### src/design/lrupr_pkg.sv
// ----------------------------------------------------------------------------
// lrupr_pkg: shared types and constants for the LRU page replacement block
// Port word layouts, controller state encoding and the control groups that
// run between the controller and the chain of frame cells.
// ----------------------------------------------------------------------------
package lrupr_pkg;

  // Fixed field widths of the port words
  localparam int PAGE_W = 20;
  localparam int SLOT_W = 4;
  localparam int CNT_W  = 32;
  localparam int CFG_W  = 5;

  localparam logic [CFG_W-1:0] CFG_FRAMES_RESET = 5'd4;

  // Input word: one page access
  typedef struct packed {
    logic [PAGE_W-1:0] page;
    logic              last_access;
  } lrupr_in_t;

  // Result word
  typedef struct packed {
    logic              hit;
    logic [SLOT_W-1:0] slot;
    logic              evicted_valid;
    logic [PAGE_W-1:0] evicted_page;
    logic [CNT_W-1:0]  hits_so_far;
    logic [CNT_W-1:0]  faults_so_far;
  } lrupr_out_t;

  // Controller states
  typedef enum logic [1:0] {
    ST_IDLE,
    ST_SCAN,
    ST_APPLY
  } lrupr_state_t;

  // Search flags carried cell to cell by the scan wave
  typedef struct packed {
    logic hit;
    logic empty;
  } lrupr_wave_flags_t;

  // Update command broadcast to all cells
  typedef struct packed {
    logic apply;    // update cycle
    logic is_hit;   // access hit: no page write
    logic age_all;  // age active valid frames, else only those younger than limit
    logic clear;    // end of run: drop all frames and ranks
  } lrupr_upd_t;

endpackage

### src/design/lru_page_replacement.sv
// ----------------------------------------------------------------------------
// lru_page_replacement: LRU page frame set with hit and fault counting
// A row of frame cells searched by a wave that moves one cell per cycle,
// followed by a single-cycle broadcast update of pages, valid bits and ranks.
//
//   channel  | ports                          | handshake
//   ---------+--------------------------------+------------------------------
//   access   | start, busy, in_data           | taken when start && !busy
//   result   | out_valid, out_data            | one-cycle strobe, no stall
//   config   | cfg_valid, cfg_ready, cfg_data | written when valid && ready
//
// Busy rises at the accepting edge and stays high through the scan and apply
// states; the result strobe comes in the first cycle busy is low, so a new
// access can be accepted in the same cycle as the result strobe.
// The search wave sets the scan length; it crosses one frame cell per cycle.
// Synchronous active-low reset empties all frames, zeroes both counts and sets
// the frame count to 4. The result side cannot stall; the access side only
// waits on busy. cfg_ready is always high.
// ----------------------------------------------------------------------------
module lru_page_replacement #(
  parameter int NUM_FRAMES = 16,
  parameter int PAGE_BITS  = 20
) (
  input  logic                         clk,
  input  logic                         rst_n,
  input  logic                         start,
  output logic                         busy,
  input  lrupr_pkg::lrupr_in_t         in_data,
  output logic                         out_valid,
  output lrupr_pkg::lrupr_out_t        out_data,
  input  logic                         cfg_valid,
  output logic                         cfg_ready,
  input  logic [lrupr_pkg::CFG_W-1:0]  cfg_data
);
  import lrupr_pkg::*;

  localparam int IDX_W = (NUM_FRAMES > 1) ? $clog2(NUM_FRAMES) : 1;
  localparam int N_W   = $clog2(NUM_FRAMES + 1);

  logic [PAGE_BITS-1:0] page;
  logic [N_W-1:0]       n_active;
  lrupr_upd_t           upd;
  logic [IDX_W-1:0]     slot;
  logic [IDX_W-1:0]     limit;

  // Wave stage outputs of each cell
  lrupr_wave_flags_t    w_flags     [NUM_FRAMES];
  logic [IDX_W-1:0]     w_hit_idx   [NUM_FRAMES];
  logic [IDX_W-1:0]     w_hit_rank  [NUM_FRAMES];
  logic [IDX_W-1:0]     w_empty_idx [NUM_FRAMES];
  logic [IDX_W-1:0]     w_best_rank [NUM_FRAMES];
  logic [IDX_W-1:0]     w_best_idx  [NUM_FRAMES];
  logic [PAGE_BITS-1:0] w_best_page [NUM_FRAMES];

  lrupr_ctrl #(
    .NUM_FRAMES (NUM_FRAMES),
    .PAGE_BITS  (PAGE_BITS)
  ) u_ctrl (
    .clk         (clk),
    .rst_n       (rst_n),
    .start       (start),
    .busy        (busy),
    .in_data     (in_data),
    .cfg_valid   (cfg_valid),
    .cfg_ready   (cfg_ready),
    .cfg_data    (cfg_data),
    .out_valid   (out_valid),
    .out_data    (out_data),
    .page_o      (page),
    .n_o         (n_active),
    .upd_o       (upd),
    .slot_o      (slot),
    .limit_o     (limit),
    .flags_i     (w_flags[NUM_FRAMES-1]),
    .hit_idx_i   (w_hit_idx[NUM_FRAMES-1]),
    .hit_rank_i  (w_hit_rank[NUM_FRAMES-1]),
    .empty_idx_i (w_empty_idx[NUM_FRAMES-1]),
    .best_idx_i  (w_best_idx[NUM_FRAMES-1]),
    .best_page_i (w_best_page[NUM_FRAMES-1])
  );

  // Frame cell chain; cell 0 starts from an empty wave
  for (genvar k = 0; k < NUM_FRAMES; k++) begin : g_cell
    lrupr_wave_flags_t    in_flags;
    logic [IDX_W-1:0]     in_hit_idx, in_hit_rank, in_empty_idx;
    logic [IDX_W-1:0]     in_best_rank, in_best_idx;
    logic [PAGE_BITS-1:0] in_best_page;

    if (k == 0) begin : g_seed
      assign in_flags     = '0;
      assign in_hit_idx   = '0;
      assign in_hit_rank  = '0;
      assign in_empty_idx = '0;
      assign in_best_rank = '0;
      assign in_best_idx  = '0;
      assign in_best_page = '0;
    end else begin : g_link
      assign in_flags     = w_flags[k-1];
      assign in_hit_idx   = w_hit_idx[k-1];
      assign in_hit_rank  = w_hit_rank[k-1];
      assign in_empty_idx = w_empty_idx[k-1];
      assign in_best_rank = w_best_rank[k-1];
      assign in_best_idx  = w_best_idx[k-1];
      assign in_best_page = w_best_page[k-1];
    end

    lrupr_cell #(
      .NUM_FRAMES (NUM_FRAMES),
      .PAGE_BITS  (PAGE_BITS),
      .CELL_IDX   (k)
    ) u_cell (
      .clk         (clk),
      .rst_n       (rst_n),
      .page_i      (page),
      .n_i         (n_active),
      .flags_i     (in_flags),
      .hit_idx_i   (in_hit_idx),
      .hit_rank_i  (in_hit_rank),
      .empty_idx_i (in_empty_idx),
      .best_rank_i (in_best_rank),
      .best_idx_i  (in_best_idx),
      .best_page_i (in_best_page),
      .flags_o     (w_flags[k]),
      .hit_idx_o   (w_hit_idx[k]),
      .hit_rank_o  (w_hit_rank[k]),
      .empty_idx_o (w_empty_idx[k]),
      .best_rank_o (w_best_rank[k]),
      .best_idx_o  (w_best_idx[k]),
      .best_page_o (w_best_page[k]),
      .upd_i       (upd),
      .slot_i      (slot),
      .limit_i     (limit)
    );
  end

endmodule

### src/design/lrupr_cell.sv
// ----------------------------------------------------------------------------
// lrupr_cell: one page frame of the fully associative set
// Holds page, valid bit and recency rank. Merges its own match, empty and
// victim candidates into the scan wave and registers it for the next cell.
// Applies the broadcast update to its page, valid bit and rank registers.
// ----------------------------------------------------------------------------
module lrupr_cell #(
  parameter int NUM_FRAMES = 16,
  parameter int PAGE_BITS  = 20,
  parameter int CELL_IDX   = 0,
  localparam int IDX_W = (NUM_FRAMES > 1) ? $clog2(NUM_FRAMES) : 1,
  localparam int N_W   = $clog2(NUM_FRAMES + 1)
) (
  input  logic                          clk,
  input  logic                          rst_n,
  input  logic [PAGE_BITS-1:0]          page_i,
  input  logic [N_W-1:0]                n_i,
  // incoming wave
  input  lrupr_pkg::lrupr_wave_flags_t  flags_i,
  input  logic [IDX_W-1:0]              hit_idx_i,
  input  logic [IDX_W-1:0]              hit_rank_i,
  input  logic [IDX_W-1:0]              empty_idx_i,
  input  logic [IDX_W-1:0]              best_rank_i,
  input  logic [IDX_W-1:0]              best_idx_i,
  input  logic [PAGE_BITS-1:0]          best_page_i,
  // outgoing wave, registered
  output lrupr_pkg::lrupr_wave_flags_t  flags_o,
  output logic [IDX_W-1:0]              hit_idx_o,
  output logic [IDX_W-1:0]              hit_rank_o,
  output logic [IDX_W-1:0]              empty_idx_o,
  output logic [IDX_W-1:0]              best_rank_o,
  output logic [IDX_W-1:0]              best_idx_o,
  output logic [PAGE_BITS-1:0]          best_page_o,
  // update
  input  lrupr_pkg::lrupr_upd_t         upd_i,
  input  logic [IDX_W-1:0]              slot_i,
  input  logic [IDX_W-1:0]              limit_i
);
  import lrupr_pkg::*;

  localparam logic [IDX_W-1:0] MY_IDX   = IDX_W'(CELL_IDX);
  localparam logic [IDX_W-1:0] RANK_MAX = IDX_W'(NUM_FRAMES - 1);

  logic [PAGE_BITS-1:0] page_r, page_nxt;
  logic                 valid_r, valid_nxt;
  logic [IDX_W-1:0]     rank_r, rank_nxt;

  lrupr_wave_flags_t    flags_r, flags_nxt;
  logic [IDX_W-1:0]     hit_idx_r, hit_idx_nxt;
  logic [IDX_W-1:0]     hit_rank_r, hit_rank_nxt;
  logic [IDX_W-1:0]     empty_idx_r, empty_idx_nxt;
  logic [IDX_W-1:0]     best_rank_r, best_rank_nxt;
  logic [IDX_W-1:0]     best_idx_r, best_idx_nxt;
  logic [PAGE_BITS-1:0] best_page_r, best_page_nxt;

  logic active;

  assign active = (N_W'(CELL_IDX) < n_i);

  // Scan: lowest matching frame, lowest empty frame, oldest frame
  always_comb begin
    flags_nxt     = flags_i;
    hit_idx_nxt   = hit_idx_i;
    hit_rank_nxt  = hit_rank_i;
    empty_idx_nxt = empty_idx_i;
    best_rank_nxt = best_rank_i;
    best_idx_nxt  = best_idx_i;
    best_page_nxt = best_page_i;
    if (!flags_i.hit && active && valid_r && (page_r == page_i)) begin
      flags_nxt.hit = 1'b1;
      hit_idx_nxt   = MY_IDX;
      hit_rank_nxt  = rank_r;
    end
    if (!flags_i.empty && active && !valid_r) begin
      flags_nxt.empty = 1'b1;
      empty_idx_nxt   = MY_IDX;
    end
    // frame 0 seeds the victim; later frames win only on a strictly older rank
    if ((CELL_IDX == 0) || (active && (rank_r > best_rank_i))) begin
      best_rank_nxt = rank_r;
      best_idx_nxt  = MY_IDX;
      best_page_nxt = page_r;
    end
  end

  // Frame update
  always_comb begin
    page_nxt  = page_r;
    valid_nxt = valid_r;
    rank_nxt  = rank_r;
    if (upd_i.apply) begin
      if (upd_i.clear) begin
        valid_nxt = 1'b0;
        rank_nxt  = '0;
      end else if (slot_i == MY_IDX) begin
        rank_nxt = '0;
        if (!upd_i.is_hit) begin
          page_nxt  = page_i;
          valid_nxt = 1'b1;
        end
      end else if (active && valid_r && (upd_i.age_all || (rank_r < limit_i))
                   && (rank_r != RANK_MAX)) begin
        rank_nxt = rank_r + 1'b1;
      end
    end
  end

  always_ff @(posedge clk) begin
    if (!rst_n) begin
      valid_r <= 1'b0;
      rank_r  <= '0;
    end else begin
      valid_r <= valid_nxt;
      rank_r  <= rank_nxt;
    end
  end

  // Page store and wave stage: no reset needed
  always_ff @(posedge clk) begin
    page_r      <= page_nxt;
    flags_r     <= flags_nxt;
    hit_idx_r   <= hit_idx_nxt;
    hit_rank_r  <= hit_rank_nxt;
    empty_idx_r <= empty_idx_nxt;
    best_rank_r <= best_rank_nxt;
    best_idx_r  <= best_idx_nxt;
    best_page_r <= best_page_nxt;
  end

  assign flags_o     = flags_r;
  assign hit_idx_o   = hit_idx_r;
  assign hit_rank_o  = hit_rank_r;
  assign empty_idx_o = empty_idx_r;
  assign best_rank_o = best_rank_r;
  assign best_idx_o  = best_idx_r;
  assign best_page_o = best_page_r;

endmodule

### src/design/lrupr_ctrl.sv
// ----------------------------------------------------------------------------
// lrupr_ctrl: access sequencer, counters and result register
// Latches the access, times the scan wave through the cell chain, picks the
// slot from the final wave, drives the update and registers the result word.
// ----------------------------------------------------------------------------
module lrupr_ctrl #(
  parameter int NUM_FRAMES = 16,
  parameter int PAGE_BITS  = 20,
  localparam int IDX_W = (NUM_FRAMES > 1) ? $clog2(NUM_FRAMES) : 1,
  localparam int N_W   = $clog2(NUM_FRAMES + 1)
) (
  input  logic                          clk,
  input  logic                          rst_n,
  // access channel
  input  logic                          start,
  output logic                          busy,
  input  lrupr_pkg::lrupr_in_t          in_data,
  // configuration
  input  logic                          cfg_valid,
  output logic                          cfg_ready,
  input  logic [lrupr_pkg::CFG_W-1:0]   cfg_data,
  // result
  output logic                          out_valid,
  output lrupr_pkg::lrupr_out_t         out_data,
  // to cells
  output logic [PAGE_BITS-1:0]          page_o,
  output logic [N_W-1:0]                n_o,
  output lrupr_pkg::lrupr_upd_t         upd_o,
  output logic [IDX_W-1:0]              slot_o,
  output logic [IDX_W-1:0]              limit_o,
  // final wave from the last cell
  input  lrupr_pkg::lrupr_wave_flags_t  flags_i,
  input  logic [IDX_W-1:0]              hit_idx_i,
  input  logic [IDX_W-1:0]              hit_rank_i,
  input  logic [IDX_W-1:0]              empty_idx_i,
  input  logic [IDX_W-1:0]              best_idx_i,
  input  logic [PAGE_BITS-1:0]          best_page_i
);
  import lrupr_pkg::*;

  localparam logic [IDX_W-1:0] SCAN_LAST = IDX_W'(NUM_FRAMES - 1);
  localparam logic [CNT_W-1:0] CNT_MAX   = '1;

  lrupr_state_t          state_r, state_nxt;
  logic [IDX_W-1:0]      cnt_r, cnt_nxt;
  logic [CFG_W-1:0]      cfg_frames_r, cfg_frames_nxt;
  logic [PAGE_BITS-1:0]  page_r, page_nxt;
  logic                  last_r, last_nxt;
  logic [N_W-1:0]        n_r, n_nxt;
  logic [CNT_W-1:0]      hits_r, hits_nxt;
  logic [CNT_W-1:0]      faults_r, faults_nxt;
  logic                  out_valid_r, out_valid_nxt;
  lrupr_out_t            out_data_r, out_data_nxt;

  logic                  accept;
  logic                  apply;
  logic [CNT_W-1:0]      hits_inc, faults_inc;
  logic [IDX_W-1:0]      slot_sel;
  logic                  ev_valid;
  logic [63:0]           page_wide, ev_wide, slot_wide;
  logic [31:0]           cfg_wide;

  // Next state
  always_comb begin
    state_nxt = state_r;
    case (state_r)
      ST_IDLE:  if (start) state_nxt = ST_SCAN;
      ST_SCAN:  if (cnt_r == '0) state_nxt = ST_APPLY;
      ST_APPLY: state_nxt = ST_IDLE;
      default:  state_nxt = ST_IDLE;
    endcase
  end

  // State outputs
  always_comb begin
    busy   = 1'b1;
    accept = 1'b0;
    apply  = 1'b0;
    case (state_r)
      ST_IDLE: begin
        busy   = 1'b0;
        accept = start;
      end
      ST_SCAN:  busy = 1'b1;
      ST_APPLY: apply = 1'b1;
      default:  busy = 1'b1;
    endcase
  end

  assign cfg_ready = 1'b1;
  assign cfg_frames_nxt = cfg_valid ? cfg_data : cfg_frames_r;

  // Scan timer: counts down from the last cell index to zero during the scan
  always_comb begin
    cnt_nxt = cnt_r;
    if (accept) begin
      cnt_nxt = SCAN_LAST;
    end else if ((state_r == ST_SCAN) && (cnt_r != '0)) begin
      cnt_nxt = cnt_r - 1'b1;
    end
  end

  // Access latch: page fitted to the stored width, frame count clamped
  assign page_wide = 64'(in_data.page);
  assign cfg_wide  = 32'(cfg_frames_r);

  always_comb begin
    page_nxt = page_r;
    last_nxt = last_r;
    n_nxt    = n_r;
    if (accept) begin
      page_nxt = page_wide[PAGE_BITS-1:0];
      last_nxt = in_data.last_access;
      if (cfg_wide == 32'd0) begin
        n_nxt = N_W'(1);
      end else if (cfg_wide > 32'(NUM_FRAMES)) begin
        n_nxt = N_W'(NUM_FRAMES);
      end else begin
        n_nxt = N_W'(cfg_wide);
      end
    end
  end

  // Slot choice: match, else first empty, else oldest
  always_comb begin
    if (flags_i.hit) begin
      slot_sel = hit_idx_i;
    end else if (flags_i.empty) begin
      slot_sel = empty_idx_i;
    end else begin
      slot_sel = best_idx_i;
    end
  end

  assign ev_valid  = !flags_i.hit && !flags_i.empty;
  assign ev_wide   = ev_valid ? 64'(best_page_i) : 64'd0;
  assign slot_wide = 64'(slot_sel);

  // Saturating counts
  assign hits_inc   = (flags_i.hit && (hits_r != CNT_MAX)) ? hits_r + 1'b1 : hits_r;
  assign faults_inc = (!flags_i.hit && (faults_r != CNT_MAX)) ? faults_r + 1'b1 : faults_r;

  always_comb begin
    hits_nxt      = hits_r;
    faults_nxt    = faults_r;
    out_valid_nxt = apply;
    out_data_nxt  = out_data_r;
    if (apply) begin
      out_data_nxt.hit           = flags_i.hit;
      out_data_nxt.slot          = slot_wide[SLOT_W-1:0];
      out_data_nxt.evicted_valid = ev_valid;
      out_data_nxt.evicted_page  = ev_wide[PAGE_W-1:0];
      out_data_nxt.hits_so_far   = hits_inc;
      out_data_nxt.faults_so_far = faults_inc;
      hits_nxt   = last_r ? '0 : hits_inc;
      faults_nxt = last_r ? '0 : faults_inc;
    end
  end

  // Cell update command
  always_comb begin
    upd_o.apply   = apply;
    upd_o.is_hit  = flags_i.hit;
    upd_o.age_all = !flags_i.hit;
    upd_o.clear   = last_r;
  end

  assign slot_o  = slot_sel;
  assign limit_o = hit_rank_i;
  assign page_o  = page_r;
  assign n_o     = n_r;

  always_ff @(posedge clk) begin
    if (!rst_n) begin
      state_r      <= ST_IDLE;
      cnt_r        <= '0;
      cfg_frames_r <= CFG_FRAMES_RESET;
      n_r          <= N_W'(1);
      last_r       <= 1'b0;
      hits_r       <= '0;
      faults_r     <= '0;
      out_valid_r  <= 1'b0;
    end else begin
      state_r      <= state_nxt;
      cnt_r        <= cnt_nxt;
      cfg_frames_r <= cfg_frames_nxt;
      n_r          <= n_nxt;
      last_r       <= last_nxt;
      hits_r       <= hits_nxt;
      faults_r     <= faults_nxt;
      out_valid_r  <= out_valid_nxt;
    end
  end

  always_ff @(posedge clk) begin
    page_r     <= page_nxt;
    out_data_r <= out_data_nxt;
  end

  assign out_valid = out_valid_r;
  assign out_data  = out_data_r;

endmodule

### config.mk
export PLATFORM = sky130hd
export DESIGN_NAME = lru_page_replacement
export DESIGN_NICKNAME = d
export VERILOG_FILES = /design/src/design/lrupr_pkg.sv /design/src/design/lru_page_replacement.sv /design/src/design/lrupr_cell.sv /design/src/design/lrupr_ctrl.sv
export SDC_FILE = /design/constraint.sdc
export NUM_CORES = 2
export LEC_CHECK = 0
export BUFFER_PORTS_ARGS = -buffer_cell sky130_fd_sc_hd__buf_4
export CAP_MARGIN = 15
export CORE_ASPECT_RATIO = 0.6
export CORE_MARGIN = 3
export CORE_UTILIZATION = 40
export DETAILED_ROUTE_END_ITERATION = 6
export GPL_TIMING_DRIVEN = 0
export PLACE_DENSITY = 0.55
export SLEW_MARGIN = 0
export SYNTH_ARGS = -nofsm -noshare
export SYNTH_HDL_FRONTEND = slang
export SYNTH_SLANG_ARGS = --single-unit
export TNS_END_PERCENT = 1
### constraint.sdc
create_clock -name clk -period 9.9 [get_ports clk]
set_clock_uncertainty 0.05 [all_clocks]
set_input_delay 0.495 -clock clk [delete_from_list [all_inputs] [get_ports clk]]
set_output_delay 0.495 -clock clk [all_outputs]
set_load 0.1 [all_outputs]
==> impl_metrics.env <==
export IMPL_cell_chain_critical_path="clkbuf_1, clkbuf_1, xor2_1, nor4_1, nand4_1, nor4_2, mux2_2"
export IMPL_crit_arrival_ps=5170
export IMPL_finalSetupViolCount=0
export IMPL_cts_root_buffer_cell="clkbuf_16"
export IMPL_number_of_vias_per_cell=5.22
export IMPL_max_clock_freq_ghz=0.215
export IMPL_globalRouteTotalUtil_pct=22.3
export IMPL_crit_buf_inv=2
export IMPL_synth_flop_cell="dfxtp_1"
export IMPL_cts_buf_count=108
export IMPL_mappedNetlistArea_um2=47600
export IMPL_synth_enable_flop_cells=430
export IMPL_synth_top_cells_by_count="dfxtp_1 (785), edfxtp_1 (430), mux2_2 (405)"
export IMPL_ir_drop_worst_case_vdd_v=0.000131
export IMPL_syn_instance_count=3797
export IMPL_clkSlewWorstSetupHoldPaths_ps=70
export IMPL_placement_setup_worst_slack_ps=4940
export IMPL_power_density_nw_per_um2=188
export IMPL_drive_above_1_share_pct=21.5
export IMPL_route_vias_total=30200
export IMPL_grt_pass1_vias=29000
export IMPL_timing_final_max_slew_violations=0
export IMPL_antenna_violations_before_repair=3
export IMPL_iter_0_drt_violations=3513
export IMPL_cp_max_fo=17
export IMPL_switching_power_total_mw=2.41
export IMPL_dpl_cell_area_um2=51000
export IMPL_pwr_share_seq_pct=51.5
export IMPL_worst_hold_path_type="primary input to register"
export IMPL_cap_violations=0
export IMPL_grt_setup_unrepaired="no"
export IMPL_cts_tree="done"
export IMPL_required_worst_endpoint_ps=10430
export IMPL_detailedPlacementHpwl_mm=107
export IMPL_netlist_area_leader_share_pct=33.0
export IMPL_clockPowerShare_pct=42.9
export IMPL_synth_seq_cells=1215
export IMPL_yosysMostFrequentCell="dfxtp_1"
export IMPL_worst_path_most_repeated_cell="clkbuf_1"
export IMPL_globalRouteOverflowTotal=0
export IMPL_layout_min_cycle_time_ps=4640
export IMPL_worst_pin_slew_ps=1350
export IMPL_biggest_area_contributors_in_the_synthesized_netlist="dfxtp_1 (33%), edfxtp_1 (27%), mux2_2 (9.6%)"
export IMPL_wire_per_inst_um=24.1
export IMPL_synth_warn=0
export IMPL_antenna_violating_nets_post_route=0
export IMPL_fin_crit_sh_pct=46.9
export IMPL_power_switching_fraction_pct=23.3
export IMPL_drc=0
export IMPL_dieHeight_um=273
export IMPL_worstSetupEndpointType="register"
export IMPL_htree_levels=3
export IMPL_run_status="completed"
export IMPL_rows=97
export IMPL_synth_nets=3954
export IMPL_leakage_nw=20.3
export IMPL_placeableCoreArea_um2=117000
export IMPL_sequential_to_total_area_share_from_yosys_stat_pct=60.2
export IMPL_dieArea_um2=123000
export IMPL_synthesized_area_per_cell_um2=12.5
export IMPL_gp_congestion=0.930
export IMPL_grt_max_degree=66
export IMPL_finalNetCount=4253
export IMPL_clkLatencyLatePin_ps=720
export IMPL_yosys_area_top_type="dfxtp_1"
export IMPL_yosysUniqueCellTypes=79
export IMPL_max_stage_delay_ps=910
export IMPL_timing_final_ws_setup_ps=5260
export IMPL_io_pins=123
export IMPL_timing_setup_critical_path_class="register to register"
export IMPL_die_w_um=451
export IMPL_ctsLongestPathBuffers=3
export IMPL_final_hold_violation_count=0
export IMPL_starting_density_of_the_core_pct=40.5
export IMPL_port_buffer_count=119
export IMPL_clock_sinks=1215
export IMPL_synthesis_to_finish_area_growth_pct=16.0
export IMPL_cp_slowest_cell="clkbuf_1"
export IMPL_async_reset_ff_share_pct=0
export IMPL_grt_pass1_wl_mm=201
export IMPL_setup_tns_ps=0
export IMPL_slew_limit_headroom_pct=10.2
export IMPL_drtPass1Iterations=5
export IMPL_detail_route_wirelength_mm=139
export IMPL_cp_top_family="buffers and inverters"
export IMPL_p_int_mw=7.94
export IMPL_comb_power_share_pct=5.6
export IMPL_postLayoutCellArea_um2=55200
export IMPL_nature_of_the_critical_path_startpoint="register"
-- area by class of cell --
type | count | area [µm²]
antenna | 9 | 22.5
buffer | 174 | 711
clock buffer | 157 | 3260
clock inverter | 47 | 502
fill | 10600 | 62200
inverter | 91 | 342
multi-input combinational | 2317 | 18000
sequential | 1215 | 28600
tap | 1584 | 1980
timing repair buffer | 189 | 1750
-- logic make-up after synthesis --
group	count (synthesis)	share of synthesized area, %
buffers and inverters	265	2.20
AOI/OAI and AO/OA	448	6.15
DFF	1215	60.2
adders and majority gates	127	3.34
muxes	426	10.0
other	1	0.00789
xor gates and xnor gates	382	7.04
and+or+nand+nor	933	11.0
-- stage by stage --
stage / instances / total power, mW / hold slack [ps] / utilization [%]
2_1_floorplan: 3797 / 5.71 / 317 / -
3_5_place_dp: 5534 / 5.99 / 325 / 43.4
3_3_place_gp: 5500 / 5.97 / 321 / 43.0
6_report: 5783 / 10.4 / 168 / 47.0
4_1_cts: 5764 / 10.4 / 112 / 46.9
5_1_grt: 5775 / 10.7 / 154 / 47.0
-- sequential cells by signal (all words and copies together), names as in the netlist, 4 cells and up --
| name | cells |
|---|---|
| g_cell.u_cell.valid_r | 16 |
| u_ctrl.hits_r | 32 |
| g_cell.u_cell.best_idx_o | 49 |
| u_ctrl.faults_r | 32 |
| g_cell.u_cell.flags_o | 32 |
| g_cell.u_cell.hit_idx_o | 49 |
| u_ctrl.cfg_frames_r | 5 |
| g_cell.u_cell.page_r | 300 |
| g_cell.u_cell.best_rank_o | 60 |
| g_cell.u_cell.rank_r | 60 |
| g_cell.u_cell.best_rank_nxt | 4 |
| g_cell.u_cell.best_page_nxt | 20 |
| g_cell.u_cell.best_page_o | 320 |
| u_ctrl.cnt_r | 4 |
| g_cell.u_cell.empty_idx_o | 49 |
| u_ctrl.page_o | 20 |
| u_ctrl.n_o | 5 |
| g_cell.u_cell.hit_rank_o | 64 |
| u_ctrl.out_data | 90 |
-- per-layer routing --
layer / vias up / wire [µm] / GRT usage, %
li1: 14300 / - / -
met1: 14600 / 73800 / 37.2
met2: 1189 / 48800 / 26.6
met3: 161 / 14300 / 6.92
met4: 2 / 2460 / 4.96
met5: - / 52 / 0.313
-- worst reg2reg max path, cell delays in order (launching register included) --
cell and delay [ps]:
edfxtp_1 880, clkbuf_1 660, clkbuf_1 920, xor2_1 240
nor4_1 330, nand4_1 240, nor4_2 780, mux2_2 420
-- power groups by stage --
stage,clock network (mW),logic (mW),registers (mW)
after floorplan,0,0.267,5.44
after global placement,0,0.526,5.44
after detailed placement,0,0.545,5.44
after CTS,4.52,0.557,5.33
after global routing,4.72,0.605,5.34
final,4.44,0.582,5.33
-- cell usage in the layout, fill, tap and decap left out, types with 108 or more instances in the layout --
| cell type | n |
|---|---|
| o21ai_0 | 120 |
| buf_4 | 125 |
| dfxtp_1 | 785 |
| clkbuf_1 | 138 |
| ha_1 | 127 |
| nand3_1 | 108 |
| xnor2_1 | 207 |
| edfxtp_1 | 430 |
| mux2_2 | 405 |
| nand2_1 | 146 |
| xor2_1 | 175 |
| clkbuf_16 | 113 |
-- repair_timing --
action	4_1_cts	5_1_grt
hold buffers	26	0
resized for setup	0	0
buffers inserted	0	0
endpoints found under the hold margin	26	0
-- worst paths after layout --
kind / cells past startpoint / endpoint / slack [ps] / start
max reg2reg: 7 / g_cell[15].u_cell.hit_rank_o[0] / 5260 / u_ctrl.page_o[8]
min reg2reg: 0 / g_cell[0].u_cell.best_page_o[18] / 330 / g_cell[0].u_cell.best_page_nxt[18]
max: 7 / g_cell[15].u_cell.hit_rank_o[0] / 5260 / u_ctrl.page_o[8]
min: 5 / u_ctrl.cnt_r[2] / 170 / start
Note: power is estimated with default switching activity, not from simulation.
